## src/rtl/rvxs_ram.sv

```systemverilog
// generic single-write, single-read ram with registered read data
// no dependencies; read during write to the same entry returns old data
`timescale 1ns / 1ps
`default_nettype none

module rvxs_ram #(
	parameter int unsigned WIDTH = 8,
	parameter int unsigned DEPTH = 16
) (
	input  logic                     clk,
	input  logic                     we,
	input  logic [$clog2(DEPTH)-1:0] waddr,
	input  logic [WIDTH-1:0]         wdata,
	input  logic                     re,
	input  logic [$clog2(DEPTH)-1:0] raddr,
	output logic [WIDTH-1:0]         rdata
);

	logic [WIDTH-1:0] mem_q [DEPTH];

	// write port and registered read port
	always_ff @(posedge clk) begin
		if (we) begin
			mem_q[waddr] <= wdata;
		end
		if (re) begin
			rdata <= mem_q[raddr];
		end
	end

endmodule

`default_nettype wire

```

## config.mk

```make
export PLATFORM = sky130hd
export DESIGN_NAME = rvxs_ram
export DESIGN_NICKNAME = d
export VERILOG_FILES = /design/src/rtl/rvxs_ram.sv
export SDC_FILE = /design/constraint.sdc
export NUM_CORES = 1
export LEC_CHECK = 0
export BUFFER_PORTS_ARGS = -buffer_cell sky130_fd_sc_hd__buf_2
export CORE_UTILIZATION = 60
export DETAILED_ROUTE_END_ITERATION = 8
export PLACE_DENSITY_LB_ADDON = 0.12
export SYNTH_ARGS = -nofsm -noshare
export SYNTH_HDL_FRONTEND = slang
export SYNTH_SLANG_ARGS = --single-unit
```

## constraint.sdc

```tcl
create_clock -name clk -period 2.2 [get_ports clk]
set_clock_uncertainty 0.1 [all_clocks]
set_input_delay 0.22 -clock clk [delete_from_list [all_inputs] [get_ports clk]]
set_output_delay 0.22 -clock clk [all_outputs]
set_load 0.02 [all_outputs]
```

; ---- After elaboration in Yosys (flattened, before gate mapping)
; Memory sizes are Yosys's and may differ from the RTL's. A register that Yosys moved wholly into a read port is not among the register bits.
; Index checks and enable logic that the tools add are counted.
[op_classes]
mux = 2
[op_table]
columns = cell, count
row1 = $mux W1, 2
[word_totals]
elab_cells = 3
reg_bits = 0
mem_bits_rw = 128
in_bits = 19
memories = 1
[mem_list]
columns = memory, depth, width, read_ports, rd_ports_with_merged_regs, wr, line
row1 = mem_q, 16, 8, 1, 1, 1, 19  ; logic [WIDTH-1:0] mem_q [DEPTH];

; ---- Depth between registers and ports, before layout
; Gate-level depths: netlist of the first run.
[depth]
ltp_word = 2
mapped_depth = 5
mapped_depth_nobuf = 3

; ---- Worst setup path after synthesis of the first run
; OpenSTA, ideal clock, no wires.
[synth_timing]
path_kind = input -> register
start = in waddr[2]
end = mem mem_q[0][0] (enable)
arrival_time_ns = 1.330
path_slack_ns = 0.387
cell_stages = 2
setup_ns = 0.383
cell_sequence = or3b_2 -> nor3_1
[synth_rtl]
columns = element, line
row1 = "start, declared", 12  ; input logic [$clog2(DEPTH)-1:0] waddr,
row2 = "end, declared", 19
; Straight into the memory's write port.

==> results of run 1 <==
[worst min path at each step]
stage                        start      endpoint  slack [ns]  depth (start not counted)
final                     wdata[0]  mem_q[14][0]        0.03                          1
after global routing      wdata[0]  mem_q[12][0]        0.01                          1
after CTS                 wdata[6]  mem_q[15][6]     0.00006                          1
after detailed placement  wdata[4]  mem_q[15][4]        0.50                          1
after global placement    wdata[4]  mem_q[14][4]        0.51                          1
after floorplan           wdata[0]   mem_q[0][0]        0.22                          0
[per-stage QoR]
| stage | setup WS, ns | area (um2) | power [W] |
|---|---|---|---|
| detailed placement | 0.228 | 5580 | 0.00327 |
| global route | 0.502 | 6280 | 0.00634 |
| global placement | 0.260 | 5580 | 0.00326 |
| CTS | 0.558 | 6260 | 0.00621 |
| finish | 0.534 | 6280 | 0.00617 |
| floorplan | 0.387 | 5230 | 0.00315 |
[state kept, by name, indices dropped and copies added, names as in the netlist]
register / count
mem_q: 128
rdata: 8
[layout by cell type, fill, tap and decap left out]
cell type	count
buf_2	26
nand3_1	1
and2_1	1
nand3b_1	2
clkinvlp_4	2
buf_4	18
mux4_1	14
nor2_1	13
nor3_1	4
mux4_2	18
or3b_2	1
clkbuf_8	1
clkinv_4	2
dlygate4sd3_1	8
buf_12	2
bufinv_16	5
and2b_1	1
edfxtp_1	136
nand2_1	9
clkinv_1	1
nor2b_1	1
clkinv_2	4
clkbuf_16	16
a22oi_1	16
nand2b_1	2
[power groups by stage]
stage          logic (W)  registers (W)  clock network, W
5_1_grt         0.000311        0.00294           0.00309
2_1_floorplan   0.000147        0.00300                 0
6_report        0.000290        0.00294           0.00294
3_3_place_gp    0.000274        0.00299                 0
4_1_cts         0.000291        0.00294           0.00298
3_5_place_dp    0.000279        0.00299                 0
[final cells by class]
type | instances | area, um2
flip-flops and latches | 136 | 4080
well taps | 105 | 131
clock buffers | 17 | 414
clock inverters | 14 | 206
multi-input cells | 83 | 1060
repair buffers | 54 | 385
fillers | 470 | 2060
[logic make-up (layout without fill, tap and decap cells)]
logic type	after synthesis	in the layout	share of synthesized area, %
simple gates	35	35	3.14
mux	32	32	14.8
flops	136	136	78.1
buf+inv	10	85	1.65
compound gates	16	16	2.30
[what timing repair did]
action	CTS	global route
hold buffers	6	2
gates resized for setup	0	0
endpoints found under the setup margin	0	0
endpoints found under the hold margin	80	23
[metal layers]
| layer | routed length [um] | GRT usage (%) | vias up |
|---|---|---|---|
| met5 | 0 | 0 | - |
| met3 | 652 | 6.14 | 6 |
| met2 | 5140 | 39.7 | 110 |
| met4 | 92 | 11.0 | 0 |
| met1 | 4160 | 34.0 | 1276 |
| li1 | - | - | 1111 |
[worst max-delay path: cells and delay by family (launching register included)]
kind	cells	cell delay (ns)
multiplexers	1	0.50
flip-flops	1	0.36
AO/OA/AOI/OAI	1	0.34
AND/OR/NAND/NOR	1	0.11
==> flow_metrics.tcl, run 1 <==
set metrics [dict create \
    drt_iter0_drc 221 \
    synth_edf_count 136 \
    cp-end-kind "register" \
    synth_fp_nets 248 \
    grt_overflow 0 \
    hpwl_um 5700 \
    period_needed_ns 1.67 \
    synth-async-reset-ratio_pct 0 \
    worst_pin_slew_ns 0.644 \
    switching_power_w 0.00118 \
    routed_via_density 6.12 \
    combPwrFrac_pct 4.7 \
    drc 0 \
    coreArea_mm2 0.00834 \
    post_cts_buffers 0 \
    rsz0062_at_grt "no" \
    vias 2503 \
    cp_slowest_cell "mux4_1" \
    yosysMostFrequentCell "edfxtp_1" \
    numCtsBuffers 17 \
    initial_core_util_pct 62.7 \
    worstReg2RegStart "mem_q[2][0]" \
    p_leak_nw 2.16 \
    yosysTopAreaCell "edfxtp_1" \
    grt_pass1_vias 2489 \
    ioPinCount 27 \
    max-slew-margin-rel_pct 56.9 \
    synth_common_cells "edfxtp_1, mux4_2, a22oi_1" \
    swShare_pct 19.2 \
    crit_fanout 1 \
    clkTransAtPathRegs_ns 0.06 \
    dp.cells 370 \
    grt_usage_pct 25.2 \
    startpoint "mem_q[2][0]" \
    io_buffers 26 \
    areaGrowthSynthToFinish_pct 20.1 \
    drtAntennaViolNets 0 \
    synth_warnings 0 \
    ys_seq_area_share_pct 78.1 \
    final_layout_size_suffix_gt1_share_pct 31.3 \
    wl_per_cell_um 24.5 \
    path_cells "mux4_1, a22oi_1, nand2_1" \
    synthTopCellsByArea "edfxtp_1, mux4_2, mux4_1" \
    wirelength_um 10000 \
    tns_ns 0 \
    whs_ns 0.0318 \
    grt_max_degree 33 \
    min_period_over_period_pct 75.7 \
    path_class "reg -> reg" \
    ys_types 18 \
    placementRows 33 \
    cap_violations 0 \
    final_max_slew_viol_count 0 \
    power_frac_seq_pct 47.6 \
    cts.path.max_buffers 2 \
    cp-start-kind "register" \
    root_buffer "clkbuf_8" \
    r2r-end "rdata[0]" \
    arrival_ns 1.81 \
    nets 311 \
    r2r_cells 3 \
    crit_end "rdata[0]" \
    ys_seq_elements 136 \
    die_x_um 95.3 \
    clock_latency_ns 0.50 \
    synth_ff_type "edfxtp_1" \
    cts.sinks 136 \
    final-instance-count-excl-fill 409 \
    crit_path_max_incr_delay_ns 0.50 \
    gp_congestion 0.686 \
    syn-instance-count 229 \
    p_int_w 0.00498 \
    hold_path.class "in -> reg" \
    fin_util_pct 75.3 \
    avgSynthCellArea_um2 22.8 \
    grt_pass1_wl_um 14900 \
    n_antenna_cell 0 \
    netlist_area_mm2 0.00523 \
    synth_top_cell_area_share_pct 78.1 \
    cts_tree "built" \
    power.share.clock_pct 47.7 \
    required_ns 2.34 \
    h-tree-depth 4 \
    drtPass1Iterations 4 \
    die_h_um 95.3 \
    vdd_drop_max_mv 0.627 \
    antenna_found_initial 0 \
    dieArea_mm2 0.00909 \
    report.final.hold_viol_count 0 \
    reg2reg_slack_ns 0.53 \
    fmax_mhz 600 \
    power_density_mw_per_mm2 982 \
    status "completed" \
    setup_viol 0 \
]
Power figures use the tool's default switching activity.
==> run 2: changes to the inputs <==
==> constraint.sdc (replaced) <==
create_clock -name clk -period 1.7 [get_ports clk]
set_clock_uncertainty 0.1 [all_clocks]
set_input_delay 0.17 -clock clk [delete_from_list [all_inputs] [get_ports clk]]
set_output_delay 0.17 -clock clk [all_outputs]
set_load 0.02 [all_outputs]
==> run 2 against run 1 <==
Effect of this change: flip-flop and latch count unchanged; first-iteration DRC count up 24%; routed wire length down 0.52%; sequential share of layout area down 0.17 points; setup slack worse by 0.42 ns; largest power group unchanged; clock-buffer cell count up 1; via count down 0.12%; final cell count up 2.2%.
==> flow_metrics.tcl, run 2 (same netlist as run 1, synthesis figures left out) <==
set metrics [dict create \
    status "completed" \
    clkTransAtPathRegs_ns 0.06 \
    grt_overflow 0 \
    h-tree-depth 4 \
    grt_max_degree 26 \
    required_ns 1.85 \
    num-fill-cells 467 \
    p_leak_nw 2.18 \
    drc 0 \
    routed_via_density 5.98 \
    rsz0062_at_grt "no" \
    drtAntennaViolNets 0 \
    finalInstanceArea_mm2 0.00629 \
    vias 2500 \
    reg2reg_slack_ns 0.11 \
    grt_usage_pct 24.9 \
    hold_path.startpoint "waddr[0]" \
    hold_end "mem_q[0][5]" \
    path_class "reg -> reg" \
    placementRows 33 \
    clock_latency_ns 0.51 \
    vdd_drop_max_mv 0.849 \
    die_h_um 95.3 \
    hold_path.class "in -> reg" \
    hpwl_um 6180 \
    holdPathStages 3 \
    reg.largest.list "mem_q: 128 flops, rdata: 8 flops" \
    drtPass1Iterations 5 \
    max-slew-margin-rel_pct 77.7 \
    grt_pass1_vias 2551 \
    cts.path.max_buffers 2 \
    wl_per_cell_um 23.9 \
    worst_pin_slew_ns 0.335 \
    io_buffers 26 \
    r2r_cells 3 \
    period_needed_ns 1.59 \
    drt_iter0_drc 274 \
    root_buffer "clkbuf_8" \
    dp.cells 377 \
    report.final.hold_viol_count 0 \
    coreArea_mm2 0.00834 \
    total_power_w 0.00764 \
    cap_violations 0 \
    cp-end-kind "register" \
    final_max_slew_viol_count 0 \
    antenna_found_initial 0 \
    power_density_mw_per_mm2 1210 \
    ioPinCount 27 \
    setup_viol 0 \
    cts.sinks 136 \
    areaGrowthSynthToFinish_pct 20.4 \
    nets 319 \
    cp-start-kind "register" \
    tns_ns 0 \
    worstReg2RegStart "mem_q[11][7]" \
    min_period_over_period_pct 93.3 \
    n_antenna_cell 0 \
    cts_resized 0 \
    placed_cell_area_mm2 0.00564 \
    gp_congestion 0.738 \
    initial_core_util_pct 62.7 \
    cts_tree "built" \
    top_register "mem_q" \
    final-instance-count-excl-fill 418 \
    final_common_cell "edfxtp_1" \
    layout_common_cells "edfxtp_1, buf_2, buf_4" \
    wirelength_um 9990 \
    grt_pass1_wl_um 14800 \
    r2r-end "rdata[7]" \
    largest_register_ffs 128 \
    crit_fanout 1 \
    numCtsBuffers 17 \
    fmax_mhz 631 \
    arrival_ns 1.73 \
    final_layout_size_suffix_gt1_share_pct 32.9 \
    dieArea_mm2 0.00909 \
    die_x_um 95.3 \
]
-- run 2: changes by cell type in the layout (fill, tap and decap cells not counted), sizes merged --
cell / before / now
clkbuf: 17 / 18
clkinvlp: 2 / 1
buf: 46 / 53
bufinv: 5 / 2
dlygate4sd3: 8 / 9
inv: 0 / 1
clkinv: 7 / 10
-- run 2: cell type report --
cell class / count / area (um2) / area share [%]
timing repair buffer: 62 / 448 / 7.12
multi-input combinational: 83 / 1060 / 16.9
clock buffer: 18 / 418 / 6.64
clock inverter: 14 / 151 / 2.41
tap: 105 / 131 / 2.09
sequential: 136 / 4080 / 64.9
-- run 2: worst max-delay path by stage --
stage,startpoint,endpoint,cells past startpoint
3_5_place_dp,raddr[0],rdata[4],5
2_1_floorplan,raddr[0],rdata[1],5
6_report,mem_q[11][7],rdata[7],3
5_1_grt,mem_q[11][7],rdata[7],3
4_1_cts,mem_q[11][7],rdata[7],3
3_3_place_gp,raddr[0],rdata[7],5
-- run 2: routing by layer --
metal | up-vias | track usage [%] | part of all wire [%]
met5 | - | 0 | 0
li1 | 1122 | - | -
met1 | 1279 | 36.8 | 43
met3 | 7 | 5.74 | 7.2
met4 | 0 | 10.1 | 1.0
met2 | 92 | 36.6 | 48
-- run 2: report_power, final --
part           internal (W)  switching, W
sequential          0.00378     0.0000191
clock               0.00209       0.00135
combinational      0.000172      0.000225
total               0.00604       0.00159
-- run 2: critical path, stage by stage (launching register included) --
cell and delay (ns):
edfxtp_1 0.37, mux4_2 0.48, a22oi_1 0.29, nand2_1 0.09
-- run 2: repair_timing --
item	4_1_cts	5_1_grt
hold buffers	9	0
buffers inserted	0	0
endpoints found under the hold margin	136	0
-- run 2: metrics by stage --
stage | hold slack (ns) | utilization [%] | setup slack [ns]
6_report | 0.123 | 75.5 | 0.115
3_3_place_gp | 0.433 | 67.6 | -0.109
5_1_grt | 0.113 | 75.5 | 0.0644
2_1_floorplan | 0.169 | - | 0.148
3_5_place_dp | 0.434 | 67.6 | -0.119
4_1_cts | 0.101 | 75.5 | 0.0843
==> run 3: changes to the inputs <==
--- a/config.mk
+++ b/config.mk
@@ -6,9 +6,10 @@
 export NUM_CORES = 1
 export LEC_CHECK = 0
 export BUFFER_PORTS_ARGS = -buffer_cell sky130_fd_sc_hd__buf_2
-export CORE_UTILIZATION = 60
+export CORE_UTILIZATION = 65
 export DETAILED_ROUTE_END_ITERATION = 8
 export PLACE_DENSITY_LB_ADDON = 0.12
+export REMOVE_ABC_BUFFERS = 1
 export SYNTH_ARGS = -nofsm -noshare
 export SYNTH_HDL_FRONTEND = slang
 export SYNTH_SLANG_ARGS = --single-unit
==> constraint.sdc (replaced) <==
create_clock -name clk -period 2 [get_ports clk]
set_clock_uncertainty 0.1 [all_clocks]
set_input_delay 0.2 -clock clk [delete_from_list [all_inputs] [get_ports clk]]
set_output_delay 0.2 -clock clk [all_outputs]
set_load 0.02 [all_outputs]
==> run 3 against run 2 <==
Effect of this change: flip-flop and latch count unchanged; sequential share of layout area up 0.052 points; global-route usage up 3.6 points; register-to-register slack better by 0.23 ns; clock power down 9.9%; clock-buffer cell count unchanged; first-iteration DRC count up 2.6%; critical endpoint is now rdata[3].
==> flow_metrics.tcl, run 3 (same netlist as run 1, synthesis figures left out) <==
set metrics [dict create \
    fmax_mhz 605 \
    top_register "mem_q" \
    r2r-end "rdata[3]" \
    crit_fanout 1 \
    die_h_um 91.7 \
    place_ws_ns 0.149 \
    drtAntennaViolNets 0 \
    drt_iter0_drc 281 \
    tns_ns 0 \
    final_layout_size_suffix_gt1_share_pct 30.8 \
    wl_per_cell_um 26.2 \
    hold_end "mem_q[0][0]" \
    cts.sinks 136 \
    placementRows 32 \
    gp_congestion 0.754 \
    period_needed_ns 1.65 \
    dieArea_mm2 0.00841 \
    min_period_over_period_pct 82.7 \
    grt_pass1_wl_um 16000 \
    crit_path_max_incr_delay_ns 0.54 \
    status "completed" \
    final-instance-count-excl-fill 410 \
    power_density_mw_per_mm2 1060 \
    max-slew-margin-rel_pct 70.4 \
    setup_viol 0 \
    layout_common_cells "edfxtp_1, buf_2, buf_4" \
    holdPathStages 3 \
    grt_usage_pct 28.6 \
    required_ns 2.16 \
    grt_max_degree 19 \
    root_buffer "clkbuf_8" \
    critical-path-top-delay-family "multiplexers" \
    startpoint "mem_q[2][3]" \
    arrival_ns 1.81 \
    worstReg2RegStart "mem_q[2][3]" \
    clkTransAtPathRegs_ns 0.06 \
    ioPinCount 27 \
    grt_pass1_vias 2608 \
    cts.path.max_buffers 2 \
    cts_tree "built" \
    fin_ws_ns 0.347 \
    largest_register_ffs 128 \
    cts_resized 0 \
    r2r_cells 3 \
    final_common_cell "edfxtp_1" \
    dp.cells 369 \
    io_buffers 26 \
    reg2reg_slack_ns 0.35 \
    path_class "reg -> reg" \
    clock_latency_ns 0.51 \
    vdd_drop_max_mv 0.743 \
    cp_slowest_cell "mux4_1" \
    drtPass1Iterations 4 \
    cp-end-kind "register" \
    areaGrowthSynthToFinish_pct 20.3 \
    vias 2638 \
    worst_pin_slew_ns 0.443 \
    report.final.hold_viol_count 0 \
    die_x_um 91.7 \
    initial_core_util_pct 67.3 \
    n_antenna_cell 0 \
    grt_overflow 0 \
    nets 314 \
    path_cells "mux4_1, a22oi_1, nand2_1" \
    hpwl_um 6010 \
    cp-start-kind "register" \
    coreArea_mm2 0.00777 \
    numCtsBuffers 17 \
    final_max_slew_viol_count 0 \
    antenna_found_initial 0 \
    wirelength_um 10700 \
    hold_path.class "in -> reg" \
    hold_path.startpoint "waddr[0]" \
    reg.largest.list "mem_q: 128 flops, rdata: 8 flops" \
    drc 0 \
    cap_violations 0 \
    total_power_w 0.00667 \
    p_leak_nw 2.16 \
    rsz0062_at_grt "no" \
    h-tree-depth 4 \
    routed_via_density 6.43 \
    path_buf_inv 0 \
]
==> run 3: power breakdown <==
| part | total [W] | internal (W) | switching (W) | leakage, nW |
|---|---|---|---|---|
| Clock | 0.00310 | 0.00201 | 0.00109 | 0.280 |
| Sequential | 0.00323 | 0.00321 | 0.0000200 | 1.24 |
| Combinational | 0.000336 | 0.000144 | 0.000192 | 0.640 |
| Total | 0.00667 | 0.00536 | 0.00131 | 2.16 |
==> run 3: metal layers <==
| metal | global-route usage (%) | vias to the layer above | wire length, um |
|---|---|---|---|
| li1 | - | 1116 | - |
| met1 | 41.0 | 1358 | 4340 |
| met2 | 43.0 | 146 | 5410 |
| met3 | 8.37 | 18 | 791 |
| met4 | 9.92 | 0 | 204 |
| met5 | 0 | - | 0 |
==> run 3: through the flow <==
step | instance area, um2 | utilization [%] | hold WS [ns]
floorplan | 5140 | - | 0.199
global placement | 5600 | 72.1 | 0.469
detailed placement | 5600 | 72.1 | 0.476
CTS | 6290 | 81.0 | 0.130
global route | 6290 | 81.0 | 0.160
finish | 6290 | 81.0 | 0.161
==> run 3: worst max-delay path by stage <==
stage | slack [ns] | cells after the start | end
finish | 0.35 | 3 | rdata[3]
floorplan | 0.21 | 2 | mem_q[0][0]
detailed placement | 0.15 | 5 | rdata[3]
global route | 0.32 | 3 | rdata[3]
CTS | 0.33 | 3 | rdata[3]
global placement | 0.18 | 5 | rdata[3]
==> run 3: worst reg2reg max path: stages, from the launching register on <==
cell and delay (ns):
edfxtp_1 0.41, mux4_1 0.54, a22oi_1 0.26, nand2_1 0.09
==> run 3: what timing repair did <==
item,in CTS,in global routing
hold buffers,9,0
hold endpoints to repair,136,0
buffers inserted,0,0
==> run 3: area by class of cell <==
type                            count  area [um2]
Timing Repair Buffer               57         423
Fill cell                         392        1480
Tap cell                          102         128
Multi-Input combinational cell     83        1060
Clock buffer                       18         418
Sequential cell                   136        4080
Clock inverter                     14         180
